<file path="src/rtl/core/sfr_pkg.sv">
package sfr_pkg;

	localparam int MAX_PATTERN_DEF = 16;
	localparam int MAX_REPLACE_DEF = 16;
	localparam int LEN_CAP         = 16;
	localparam int CNT_W           = 5;
	localparam int ADDR_W          = 6;
	localparam int DATA_W          = 64;

	typedef enum logic [2:0] {
		REG_PATTERN_LEN  = 3'd0,
		REG_PATTERN_LOW  = 3'd1,
		REG_PATTERN_HIGH = 3'd2,
		REG_REPLACE_LEN  = 3'd3,
		REG_REPLACE_LOW  = 3'd4,
		REG_REPLACE_HIGH = 3'd5
	} sfr_reg_t;

	typedef struct packed {
		logic [CNT_W-1:0]           plen;
		logic [CNT_W-1:0]           rlen;
		logic [LEN_CAP-1:0][7:0]    pat;
		logic [LEN_CAP-1:0][7:0]    rep;
	} sfr_cfg_t;

	typedef struct packed {
		logic             repl;
		logic             term;
		logic [CNT_W-1:0] n;
	} sfr_job_t;

endpackage

</file>
<file path="src/rtl/core/sfr_cfg_regs.sv">
module sfr_cfg_regs #(
	parameter int MAX_PATTERN = sfr_pkg::MAX_PATTERN_DEF,
	parameter int MAX_REPLACE = sfr_pkg::MAX_REPLACE_DEF
) (
	input  logic                        clk,
	input  logic                        arst_n,
	input  logic                        psel,
	input  logic                        penable,
	input  logic                        pwrite,
	input  logic [sfr_pkg::ADDR_W-1:0]  paddr,
	input  logic [sfr_pkg::DATA_W-1:0]  pwdata,
	output logic [sfr_pkg::DATA_W-1:0]  prdata,
	output logic                        pready,
	output sfr_pkg::sfr_cfg_t           cfg,
	output logic                        clr_win
);
	import sfr_pkg::*;

	localparam int PTOP = (MAX_PATTERN < LEN_CAP) ? MAX_PATTERN : LEN_CAP;
	localparam int RTOP = (MAX_REPLACE < LEN_CAP) ? MAX_REPLACE : LEN_CAP;

	logic [CNT_W-1:0]  plen_q;
	logic [CNT_W-1:0]  rlen_q;
	logic [DATA_W-1:0] pat_lo_q;
	logic [DATA_W-1:0] pat_hi_q;
	logic [DATA_W-1:0] rep_lo_q;
	logic [DATA_W-1:0] rep_hi_q;
	logic              wr;
	sfr_reg_t          sel;

	assign pready = 1'b1;
	assign wr     = psel && penable && pwrite;
	assign sel    = sfr_reg_t'(paddr[ADDR_W-1:3]);
	assign clr_win = wr && (sel == REG_PATTERN_LEN);

	always_ff @(posedge clk or negedge arst_n) begin
		if (!arst_n) begin
			plen_q   <= CNT_W'(1);
			rlen_q   <= '0;
			pat_lo_q <= '0;
			pat_hi_q <= '0;
			rep_lo_q <= '0;
			rep_hi_q <= '0;
		end else if (wr) begin
			unique case (sel)
				REG_PATTERN_LEN:  plen_q   <= pwdata[CNT_W-1:0];
				REG_PATTERN_LOW:  pat_lo_q <= pwdata;
				REG_PATTERN_HIGH: pat_hi_q <= pwdata;
				REG_REPLACE_LEN:  rlen_q   <= pwdata[CNT_W-1:0];
				REG_REPLACE_LOW:  rep_lo_q <= pwdata;
				REG_REPLACE_HIGH: rep_hi_q <= pwdata;
				default: ;
			endcase
		end
	end

	always_comb begin
		unique case (sel)
			REG_PATTERN_LEN:  prdata = DATA_W'(plen_q);
			REG_PATTERN_LOW:  prdata = pat_lo_q;
			REG_PATTERN_HIGH: prdata = pat_hi_q;
			REG_REPLACE_LEN:  prdata = DATA_W'(rlen_q);
			REG_REPLACE_LOW:  prdata = rep_lo_q;
			REG_REPLACE_HIGH: prdata = rep_hi_q;
			default:          prdata = '0;
		endcase
	end

	always_comb begin
		cfg.plen = plen_q;
		if (plen_q == '0)
			cfg.plen = CNT_W'(1);
		else if (plen_q > CNT_W'(PTOP))
			cfg.plen = CNT_W'(PTOP);
		cfg.rlen = (rlen_q > CNT_W'(RTOP)) ? CNT_W'(RTOP) : rlen_q;
		cfg.pat  = {pat_hi_q, pat_lo_q};
		cfg.rep  = {rep_hi_q, rep_lo_q};
	end

endmodule

</file>
<file path="src/rtl/core/sfr_window.sv">
module sfr_window #(
	parameter int WIN = sfr_pkg::LEN_CAP
) (
	input  logic                   clk,
	input  logic                   arst_n,
	input  logic                   in_valid,
	output logic                   in_ready,
	input  logic [7:0]             in_byte,
	input  logic                   byte_present,
	input  logic                   string_done,
	input  sfr_pkg::sfr_cfg_t      cfg,
	input  logic                   clr_win,
	input  logic                   job_free,
	output logic                   job_load,
	output sfr_pkg::sfr_job_t      job,
	output logic [WIN-1:0][7:0]    job_bytes
);
	import sfr_pkg::*;

	localparam int CW   = $clog2(WIN + 1);
	localparam int IDXW = (WIN > 1) ? $clog2(WIN) : 1;

	logic                valid_s1;
	logic [7:0]          byte_s1;
	logic                present_s1;
	logic                done_s1;
	logic [WIN-1:0][7:0] win_q;
	logic [CW-1:0]       cnt_q;

	logic [WIN-1:0][7:0] nwin;
	logic [WIN-1:0][7:0] shwin;
	logic [CW-1:0]       ncnt;
	logic                full;
	logic                match;
	logic                has_job;
	logic                go;
	logic [WIN-1:0][7:0] win_d;
	logic [CW-1:0]       cnt_d;

	always_comb begin
		nwin = win_q;
		ncnt = cnt_q;
		if (present_s1 && (cnt_q < CW'(WIN))) begin
			nwin[cnt_q[IDXW-1:0]] = byte_s1;
			ncnt = cnt_q + CW'(1);
		end
		shwin = nwin;
		for (int i = 0; i < WIN - 1; i++)
			shwin[i] = nwin[i + 1];
		full  = present_s1 && (CNT_W'(ncnt) >= cfg.plen);
		match = 1'b1;
		for (int i = 0; i < WIN; i++)
			if ((CNT_W'(i) < cfg.plen) && (nwin[i] != cfg.pat[i]))
				match = 1'b0;
	end

	always_comb begin
		job.repl = 1'b0;
		job.term = done_s1;
		job.n    = '0;
		win_d    = nwin;
		cnt_d    = ncnt;
		if (full && match) begin
			job.repl = 1'b1;
			job.n    = cfg.rlen;
			cnt_d    = '0;
		end else if (full && !done_s1) begin
			job.n = CNT_W'(1);
			win_d = shwin;
			cnt_d = ncnt - CW'(1);
		end else if (done_s1) begin
			job.n = CNT_W'(ncnt);
			cnt_d = '0;
		end
		has_job = (job.n != '0) || done_s1;
	end

	assign job_bytes = nwin;
	assign go        = valid_s1 && (!has_job || job_free);
	assign job_load  = go && has_job;
	assign in_ready  = !valid_s1 || go;

	always_ff @(posedge clk or negedge arst_n) begin
		if (!arst_n) begin
			valid_s1 <= 1'b0;
			cnt_q    <= '0;
		end else begin
			if (in_valid && in_ready)
				valid_s1 <= 1'b1;
			else if (go)
				valid_s1 <= 1'b0;
			if (clr_win)
				cnt_q <= '0;
			else if (go)
				cnt_q <= cnt_d;
		end
	end

	always_ff @(posedge clk) begin
		if (in_valid && in_ready) begin
			byte_s1    <= in_byte;
			present_s1 <= byte_present;
			done_s1    <= string_done;
		end
		if (go)
			win_q <= win_d;
	end

endmodule

</file>
<file path="src/rtl/core/sfr_emit.sv">
module sfr_emit #(
	parameter int WIN = sfr_pkg::LEN_CAP
) (
	input  logic                                  clk,
	input  logic                                  arst_n,
	input  logic                                  job_load,
	input  sfr_pkg::sfr_job_t                     job,
	input  logic [WIN-1:0][7:0]                   job_bytes,
	input  logic [sfr_pkg::LEN_CAP-1:0][7:0]      rep,
	output logic                                  job_free,
	output logic                                  out_valid,
	input  logic                                  out_ready,
	output logic [7:0]                            out_byte,
	output logic                                  out_present,
	output logic                                  run_end,
	output logic                                  output_done
);
	import sfr_pkg::*;

	localparam int IDXW = (WIN > 1) ? $clog2(WIN) : 1;

	logic                job_valid_q;
	sfr_job_t            job_q;
	logic [WIN-1:0][7:0] bytes_q;
	logic [CNT_W-1:0]    idx_q;
	logic                out_valid_q;

	logic                is_byte;
	logic [7:0]          cur_byte;
	logic                last;
	logic                out_load;

	always_comb begin
		is_byte  = idx_q < job_q.n;
		cur_byte = job_q.repl ? rep[idx_q[3:0]] : bytes_q[idx_q[IDXW-1:0]];
		last     = is_byte ? ((idx_q == job_q.n - CNT_W'(1)) && !job_q.term) : 1'b1;
	end

	assign out_load  = job_valid_q && (!out_valid_q || out_ready);
	assign job_free  = !job_valid_q || (out_load && last);
	assign out_valid = out_valid_q;

	always_ff @(posedge clk or negedge arst_n) begin
		if (!arst_n) begin
			job_valid_q <= 1'b0;
			out_valid_q <= 1'b0;
			idx_q       <= '0;
		end else begin
			if (job_load) begin
				job_valid_q <= 1'b1;
				idx_q       <= '0;
			end else if (out_load && last) begin
				job_valid_q <= 1'b0;
			end else if (out_load) begin
				idx_q <= idx_q + CNT_W'(1);
			end
			if (out_load)
				out_valid_q <= 1'b1;
			else if (out_ready)
				out_valid_q <= 1'b0;
		end
	end

	always_ff @(posedge clk) begin
		if (job_load) begin
			job_q   <= job;
			bytes_q <= job_bytes;
		end
		if (out_load) begin
			out_byte    <= is_byte ? cur_byte : 8'd0;
			out_present <= is_byte;
			run_end     <= last;
			output_done <= !is_byte;
		end
	end

endmodule

</file>
<file path="src/rtl/core/stream_find_replace_core.sv">
// Streaming find-and-replace over a byte string.
// Input words carry in_byte, byte_present and string_done on a valid/ready
// channel; output words carry out_byte, out_present, run_end and output_done.
// Every leftmost, non-overlapping match of the pattern is replaced by the
// replacement string; other bytes pass in order. A word with string_done
// flushes the held bytes and ends with a terminator word (output_done high).
// run_end marks the last output word caused by one input word.
// Pattern and replacement are set over the APB port (64-bit registers at
// byte address 8*i); the user must set them only while the block is idle,
// which the block itself does not enforce. Writing pattern_len drops any
// held bytes. The first output word of an input word passes the input
// register, the job register (job_q) and the output register when nothing
// is queued ahead of it. Words that cause zero or one output word go through
// at one per cycle while out_ready stays high; a word that causes k output
// words holds the output sequencer until all k are out, one word per cycle,
// and input waits behind it. When out_ready is low the output register holds
// its word, the sequencer and input register fill, and in_ready drops.
// Reset clears all valid flags, the held-byte count and the registers
// (pattern_len to 1, all others to 0).
module stream_find_replace_core #(
	parameter int MAX_PATTERN = sfr_pkg::MAX_PATTERN_DEF,
	parameter int MAX_REPLACE = sfr_pkg::MAX_REPLACE_DEF
) (
	input  logic                        clk,
	input  logic                        arst_n,
	input  logic                        psel,
	input  logic                        penable,
	input  logic                        pwrite,
	input  logic [sfr_pkg::ADDR_W-1:0]  paddr,
	input  logic [sfr_pkg::DATA_W-1:0]  pwdata,
	output logic [sfr_pkg::DATA_W-1:0]  prdata,
	output logic                        pready,
	input  logic                        in_valid,
	output logic                        in_ready,
	input  logic [7:0]                  in_byte,
	input  logic                        byte_present,
	input  logic                        string_done,
	output logic                        out_valid,
	input  logic                        out_ready,
	output logic [7:0]                  out_byte,
	output logic                        out_present,
	output logic                        run_end,
	output logic                        output_done
);
	import sfr_pkg::*;

	localparam int WIN = (MAX_PATTERN < LEN_CAP) ? MAX_PATTERN : LEN_CAP;

	sfr_cfg_t            cfg;
	logic                clr_win;
	logic                job_free;
	logic                job_load;
	sfr_job_t            job;
	logic [WIN-1:0][7:0] job_bytes;

	sfr_cfg_regs #(
		.MAX_PATTERN (MAX_PATTERN),
		.MAX_REPLACE (MAX_REPLACE)
	) u_cfg (
		.clk     (clk),
		.arst_n  (arst_n),
		.psel    (psel),
		.penable (penable),
		.pwrite  (pwrite),
		.paddr   (paddr),
		.pwdata  (pwdata),
		.prdata  (prdata),
		.pready  (pready),
		.cfg     (cfg),
		.clr_win (clr_win)
	);

	sfr_window #(
		.WIN (WIN)
	) u_window (
		.clk          (clk),
		.arst_n       (arst_n),
		.in_valid     (in_valid),
		.in_ready     (in_ready),
		.in_byte      (in_byte),
		.byte_present (byte_present),
		.string_done  (string_done),
		.cfg          (cfg),
		.clr_win      (clr_win),
		.job_free     (job_free),
		.job_load     (job_load),
		.job          (job),
		.job_bytes    (job_bytes)
	);

	sfr_emit #(
		.WIN (WIN)
	) u_emit (
		.clk         (clk),
		.arst_n      (arst_n),
		.job_load    (job_load),
		.job         (job),
		.job_bytes   (job_bytes),
		.rep         (cfg.rep),
		.job_free    (job_free),
		.out_valid   (out_valid),
		.out_ready   (out_ready),
		.out_byte    (out_byte),
		.out_present (out_present),
		.run_end     (run_end),
		.output_done (output_done)
	);

endmodule

</file>
<file path="config.mk">
export PLATFORM = sky130hd
export DESIGN_NAME = stream_find_replace_core
export DESIGN_NICKNAME = d
export VERILOG_FILES = /design/src/rtl/core/sfr_pkg.sv /design/src/rtl/core/sfr_cfg_regs.sv /design/src/rtl/core/sfr_window.sv /design/src/rtl/core/sfr_emit.sv /design/src/rtl/core/stream_find_replace_core.sv
export SDC_FILE = /design/constraint.sdc
export NUM_CORES = 1
export LEC_CHECK = 0
export BUFFER_PORTS_ARGS = -buffer_cell sky130_fd_sc_hd__clkbuf_2
export CAP_MARGIN = 20
export CORE_MARGIN = 8
export CORE_UTILIZATION = 29
export CTS_CLUSTER_SIZE = 16
export DETAILED_ROUTE_END_ITERATION = 7
export PLACE_DENSITY = 0.54
export SLEW_MARGIN = 40
export SYNTH_ARGS = -nofsm -noshare
export SYNTH_HDL_FRONTEND = slang
export SYNTH_HIERARCHICAL = 1
export SYNTH_SLANG_ARGS = --single-unit
</file>
<file path="constraint.sdc">
create_clock -name clk -period 10 [get_ports clk]
set_input_delay 0.5 -clock clk [delete_from_list [all_inputs] [get_ports clk]]
set_output_delay 0.5 -clock clk [all_outputs]
set_load 0.05 [all_outputs]
</file>
### Yosys cells after proc, flatten, opt, wreduce, memory -nomap -nowiden

Index checks and enable logic that the tools add are counted.

| storage, ports and cells | value |
|---|---|
| output and inout bits | 78 |
| register bits after elaboration | 563 |
| input bits | 87 |

| cells by class | value |
|---|---|
| equality and inequality tests | 23 |
| add/subtract/negate cells | 4 |
| multiplexer cells | 51 |
| $lt $le $gt $ge | 24 |
| reduce and logical (&&, ||, !) cells | 57 |

Operators with widths:

| cell | count |
|---|---|
| $pmux W64 S6 | 1 |
| $mux W120 | 2 |
| $bwmux W128 | 1 |
| $mux W128 | 1 |
| $ne A8 B8 Y1 | 16 |
| $mux W5 | 15 |
| $bmux W8 S4 | 2 |
| $lt A4 B5 Y1 const A | 8 |
| $demux W8 S4 | 1 |
| $mux W8 | 4 |
| $logic_and A1 B1 Y1 | 30 |
| $mux W1 | 24 |
| $lt A3 B5 Y1 const A | 4 |
| $reduce_and A2 Y1 | 7 |
| $add A5 B1 Y5 const B | 2 |
| $gt A5 B5 Y1 const B | 2 |
| $lt A1 B5 Y1 const A | 2 |
| $lt A2 B5 Y1 const A | 2 |
| $lt A4 B5 Y1 const B | 2 |
| $reduce_bool A2 Y1 | 5 |
| $sub A5 B1 Y5 const B | 2 |
| $logic_not A1 Y1 | 7 |
| $eq A3 B2 Y1 const B | 2 |
| $eq A3 B3 Y1 const B | 2 |
| other kinds (11) | 15 |

### Longest topological paths before layout

| logic depth | value |
|---|---|
| depth after elaboration | 34 |
| depth in mapped cells | 18 |

### By module

The synthesis kept the hierarchy.

Modules (own cells, without submodules):

| module | times used | cells an instance | seq. area each (sq um) | area an instance (sq um) |
|---|---|---|---|---|
| sfr_cfg_regs | 1 | 829 | 6657.6 | 11872.6 |
| sfr_window | 1 | 1229 | 4294.1 | 11202.0 |
| sfr_emit | 1 | 383 | 4559.4 | 6990.5 |

### Worst setup path before layout

No wires, ideal clock.

| timing path | value |
|---|---|
| kind | register -> register |
| from | register u_window.cnt_q[0] |
| to | register u_emit/bytes_q[0] (netlist bit) (enable) |
| cell stages (with the launch flop) | 15 |
| path slack | 981 ps |
| arrival time | 8378 ps |
| setup time | 642 ps |
| path buffers | 1 |
| cell sequence | dfrtp_1 ha_1 and3b_1 clkbuf_1 xnor2_1 inv_1 ha_1 nor2b_1 o21ai_0 a21oi_1 a21boi_0 nand4_1 nor4_4 o2bb2ai_1 nor2_1 |

| on the way | value |
|---|---|
| longest elaborated chain between the ends | 32 |
| elaborated cells between the ends (all ways) | 72 |

Ends and longest elaborated chain:

| element | RTL line | text |
|---|---|---|
| start, declared | sfr_window.sv:28 | `logic [CW-1:0] cnt_q;` |
| start signal, assigned | sfr_window.sv:95 | `cnt_q <= cnt_d;` |
| $lt A4 B5 Y1 (implied by the code) / $ge A4 B1 Y1 (equally long branches) | sfr_window.sv:44 | `nwin[cnt_q[IDXW-1:0]] = byte_s1;` |
| $logic_and A1 B1 Y1 (implied by the code) | sfr_window.sv:44 |  |
| $mux W8 (implied by the code) | sfr_window.sv:44 |  |
| $demux W8 S4 | n/a |  |
| $bwmux W128 | sfr_window.sv:44 |  |
| $mux W128 | sfr_window.sv:43 | `if (present_s1 && (cnt_q < CW'(WIN))) begin` |
| $ne A8 B8 Y1 | sfr_window.sv:53 | `if ((CNT_W'(i) < cfg.plen) && (nwin[i] != cfg.pat[i]))` |
| $logic_and A1 B1 Y1 | sfr_window.sv:53 |  |
| (+17 left out) | n/a |  |
| $mux W5 * | sfr_window.sv:63 | `if (full && match) begin` |
| $reduce_bool A5 Y1 * | sfr_window.sv:75 | `has_job = (job.n != '0) \|\| done_s1;` |
| $logic_or A1 B1 Y1 * | sfr_window.sv:75 |  |
| $logic_not A1 Y1 | sfr_window.sv:79 | `assign go = valid_s1 && (!has_job \|\| job_free);` |
| $logic_or A1 B1 Y1 | sfr_window.sv:79 |  |
| $logic_and A1 B1 Y1 | sfr_window.sv:79 |  |
| $logic_and A1 B1 Y1 * | sfr_window.sv:80 | `assign job_load = go && has_job;` |
| named net job_load | stream_find_replace_core.sv:52 | `logic job_load;` |
| end signal, assigned | sfr_emit.sv:67 | `bytes_q <= job_bytes;` |
| end, declared | sfr_emit.sv:24 | `logic [WIN-1:0][7:0] bytes_q;` |

The timed path passes the listed nets; every way through them passes the cells marked *.
A chain may end at the register's enable or synchronous reset.

### Worst setup path after layout

| timing path | value |
|---|---|
| from | register u_window.cnt_q[0] |
| to | output in_ready |

| on the way | value |
|---|---|
| longest elaborated chain between the ends | 32 |
| elaborated cells between the ends (all ways) | 72 |

Ends and longest elaborated chain:

| element | RTL line | text |
|---|---|---|
| $lt A4 B5 Y1 (implied by the code) / $ge A4 B1 Y1 (equally long branches) | sfr_window.sv:44 |  |
| $logic_and A1 B1 Y1 (implied by the code) | sfr_window.sv:44 |  |
| $mux W8 (implied by the code) | sfr_window.sv:44 |  |
| $demux W8 S4 | n/a |  |
| $bwmux W128 | sfr_window.sv:44 |  |
| $mux W128 | sfr_window.sv:43 |  |
| $ne A8 B8 Y1 | sfr_window.sv:53 |  |
| $logic_and A1 B1 Y1 | sfr_window.sv:53 |  |
| $mux W1 (16 in a row) | sfr_window.sv:53 |  |
| $logic_and A1 B1 Y1 | sfr_window.sv:63 |  |
| $mux W5 * | sfr_window.sv:63 |  |
| $reduce_bool A5 Y1 * | sfr_window.sv:75 |  |
| $logic_or A1 B1 Y1 * | sfr_window.sv:75 |  |
| $logic_not A1 Y1 * | sfr_window.sv:79 |  |
| $logic_or A1 B1 Y1 * | sfr_window.sv:79 |  |
| $logic_and A1 B1 Y1 * | sfr_window.sv:79 |  |
| $logic_or A1 B1 Y1 * | sfr_window.sv:81 | `assign in_ready = !valid_s1 \|\| go;` |
| end, declared | stream_find_replace_core.sv:34 | `output logic in_ready,` |

Every way passes the cells marked *; elsewhere a longest branch is shown, timed or not.

==> impl_metrics.toml <==
[pwr]
p_int_mw = 6.29
switching_share = 0.398
power_mw = 10.4
powerDensity_nw_per_um2 = 302
p_leak_nw = 13.9
seqPwrFrac = 0.398
p_sw_mw = 4.15
pwr-share-comb = 0.356
ir_drop_uv = 137
clkPwrFrac = 0.245

[timing]
clock_skew_ns = 0.0547
rsz0062_at_grt = "false"
fmax_mhz = 152
setup_slack_ns = 3.43
period_share = 0.657
tns_ns = 0
relSlewSlack = 0.411
worst_slew_pin_slew_ns = 0.859
fin_crit_ns = 6.57
setup_violations = 0
report.final.slew_viol_count = 0
hold_viol = 0

[detailed_routing]
finalWirelength_um = 111000
drc = 0
wire_per_inst_um = 27.8
detail-route-antenna-nets = 0
via_count = 21500
drt_iter0_markers = 2234
viasPerCell = 5.38
firstDrtPassIters = 6

[worst_setup_path]
path_depth = 13
path_delay_family = "simple AND/OR/NAND/NOR gates"
crit_required_ns = 9.50
r2r_slack_ns = 3.49
crit_fanout = 14
critPathBufInv = 2
max_stage_delay_ns = 0.74
cp-end-kind = "primary output"
cpMaxStageDelayCell = "nor4_4"
ff2ff_path_depth = 13
start_kind = "register"
critPathKind = "register to primary output"
cp_cell_sequence = "inv_1 > ha_1 > and3b_1 > nand2_1 > mux2i_1 > a221o_1 > or4_1 > o31ai_1 > nand4_1 > nor4_4 > o2bb2ai_1 > or3b_2 > clkbuf_2"
arrival_ns = 6.07

[yosys]
synth_top_area_frac = 0.284
synth.most_common_cell = "edfxtp_1"
synth_warnings = 6
synth_nets = 2545
ys.flop_type = "edfxtp_1"
synth_area_leaders = "edfxtp_1 (28%), dfrtp_1 (23%), mux2_2 (9.0%), mux2i_1 (7.3%), mux4_2 (3.7%)"
syn_avg_cell_area_um2 = 12.3
async_reset_ff_frac = 0.496
ys_seq_elements = 563
syn_area_um2 = 30100
seq_area_frac_synth = 0.516
synth_top_cell_by_area = "edfxtp_1"
synth_edf_count = 284
ys_top_cells_by_count = "edfxtp_1 (284), dfrtp_1 (278), mux2_2 (240)"
ys_types = 77
netlist_instances = 2441

[final_layout]
seqCellArea_um2 = 15500
multi_input_area_um2 = 12900
nets = 2652
area_growth_syn_to_layout_pct = 14.9
drive_gt1_frac = 0.250
n_fill_cell = 10300

[clocking]
h-tree-depth = 3
post_cts.repair.setup_buffers = 0
cts.clk_slew.worst_paths_ns = 0.06
clk_root_buffer_cell = "clkbuf_16"
clk_latency_ns = 0.64
clock_sinks = 563
tritoncts = "built"
numCtsBuffers = 68
clockBufferDepth = 3

[floorplanning]
rows = 118
io_pins = 165
fp.dieW_um = 338
design.die.area_um2 = 114000
start_util = 0.291
die_h_um = 338
core_area_um2 = 103000

[placement]
port-buffer-count = 160
gp_congestion = 0.930
dp_hpwl_um = 80200
place_ws_ns = 3.62

[min_path]
hold_class = "input pin to register"
min_path_cells = 1

[global_route]
antenna_found_initial = 6
first_global_vias = 21000
gr-total-overflow = 0
grtUsageTotal = 0.188
grt_pass1_wl_um = 157000
grt_max_degree = 101

[status]
outcome = "finished clean"

[job]
drv_cap = 0
[power groups by stage]
stage / clock network (mW) / logic, mW / registers (mW)
4_1_cts: 2.61 / 3.68 / 4.16
6_report: 2.56 / 3.72 / 4.16
5_1_grt: 2.70 / 3.95 / 4.23
2_1_floorplan: 0 / 2.49 / 3.96
3_5_place_dp: 0 / 3.66 / 4.19
3_3_place_gp: 0 / 3.60 / 4.19
[layer usage]
layer  global-route usage  part of all wire  vias up
li1                     -                 -     9307
met1                0.257              0.42    11000
met2                0.302              0.47      954
met3               0.0308             0.074      157
met4               0.0664             0.036        2
met5                    0           0.00012        -
[layout by cell type (no fill, tap or decap), drive strengths merged, types with 9 or more instances in the layout]
cell    Yosys  final
clkinv      0     26
o31ai      10     10
edfxtp    284    284
xor2       64     64
mux2i     219    219
o22ai      75     75
mux4       50     50
o21ai      39     39
nand3      45     45
a22oi      72     72
nor2      125    125
inv       193    196
clkbuf     58    245
buf       113     49
or4         9      9
mux2      277    277
nand4      20     20
a221oi      9      9
and2       12     12
nor3       30     30
ha         17     17
a21oi     125    125
nand2      41     41
dfrtp     278    278
or3        10     10
a222oi     27     27
a211oi     21     21
xnor2      66     66
nand2b     15     15
o221ai     13     13
nor2b      18     18
[per-stage QoR]
| step | cells | hold WS, ns | util | cell area [um^2] |
|---|---|---|---|---|
| after global placement | 3848 | 0.500 | 0.310 | 32000 |
| after global routing | 3983 | 0.0434 | 0.334 | 34500 |
| after detailed placement | 3857 | 0.502 | 0.312 | 32200 |
| after CTS | 3983 | 0.0319 | 0.334 | 34500 |
| final | 3987 | 0.0636 | 0.335 | 34500 |
| after floorplan | 2441 | 0.204 | - | 30100 |
[registers in the layout (all words and copies together) (netlist names), 5 cells and up]
name	count
u_emit/idx_q	5
u_window/cnt_q	5
u_window/byte_s1	8
u_cfg/pat_lo_q	64
u_emit/out_byte	8
u_cfg/rep_hi_q	64
u_emit/job_q	7
u_cfg/rep_lo_q	64
u_cfg/rlen_q	5
u_cfg/plen_q	5
u_window/win_q	128
u_cfg/pat_hi_q	64
u_emit/bytes_q	128
[what timing repair did]
item,CTS,global route
resized for setup,0,0
hold endpoints to repair,77,0
hold buffers,1,0
setup endpoints to repair,0,0
[worst paths after layout]
check | end | startpoint
max | in_ready | u_window/cnt_q[0]$_DFFE_PN0P_
min | u_window/byte_s1[7]$_DFFE_PP_ | in_byte[7]
max reg2reg | u_window/win_q[75]$_DFFE_PP_ | u_window/cnt_q[0]$_DFFE_PN0P_
min reg2reg | u_cfg/rep_hi_q[11]$_DFFE_PN0P_ | u_cfg/rep_hi_q[11]$_DFFE_PN0P_
max in group asynchronous | u_cfg/pat_lo_q[47]$_DFFE_PN0P_ | arst_n
min in group asynchronous | u_emit/out_valid$_DFFE_PN0P_ | arst_n
[area by class of cell]
cell class | count | share of cell area
clock inverters | 38 | 0.0136
repair buffers | 208 | 0.0391
clock buffers | 87 | 0.0531
diodes | 4 | 0.000290
well taps | 1380 | 0.0500
flip-flops and latches | 563 | 0.449
inverters | 193 | 0.0210
multi-input cells | 1514 | 0.374
[logic make-up (layout without fill, tap and decap cells)]
group	count (synthesis)	after routing	share of synthesized area
DFF	563	563	0.516
muxes	546	546	0.215
AOI/OAI and AO/OA	456	456	0.102
and+or+nand+nor	364	364	0.0653
buffers and inverters	364	526	0.0568
xor gates and xnor gates	130	130	0.0381
adders and majority gates	17	17	0.00707
other	1	5	0.000125
Power figures use the tool's default switching activity.
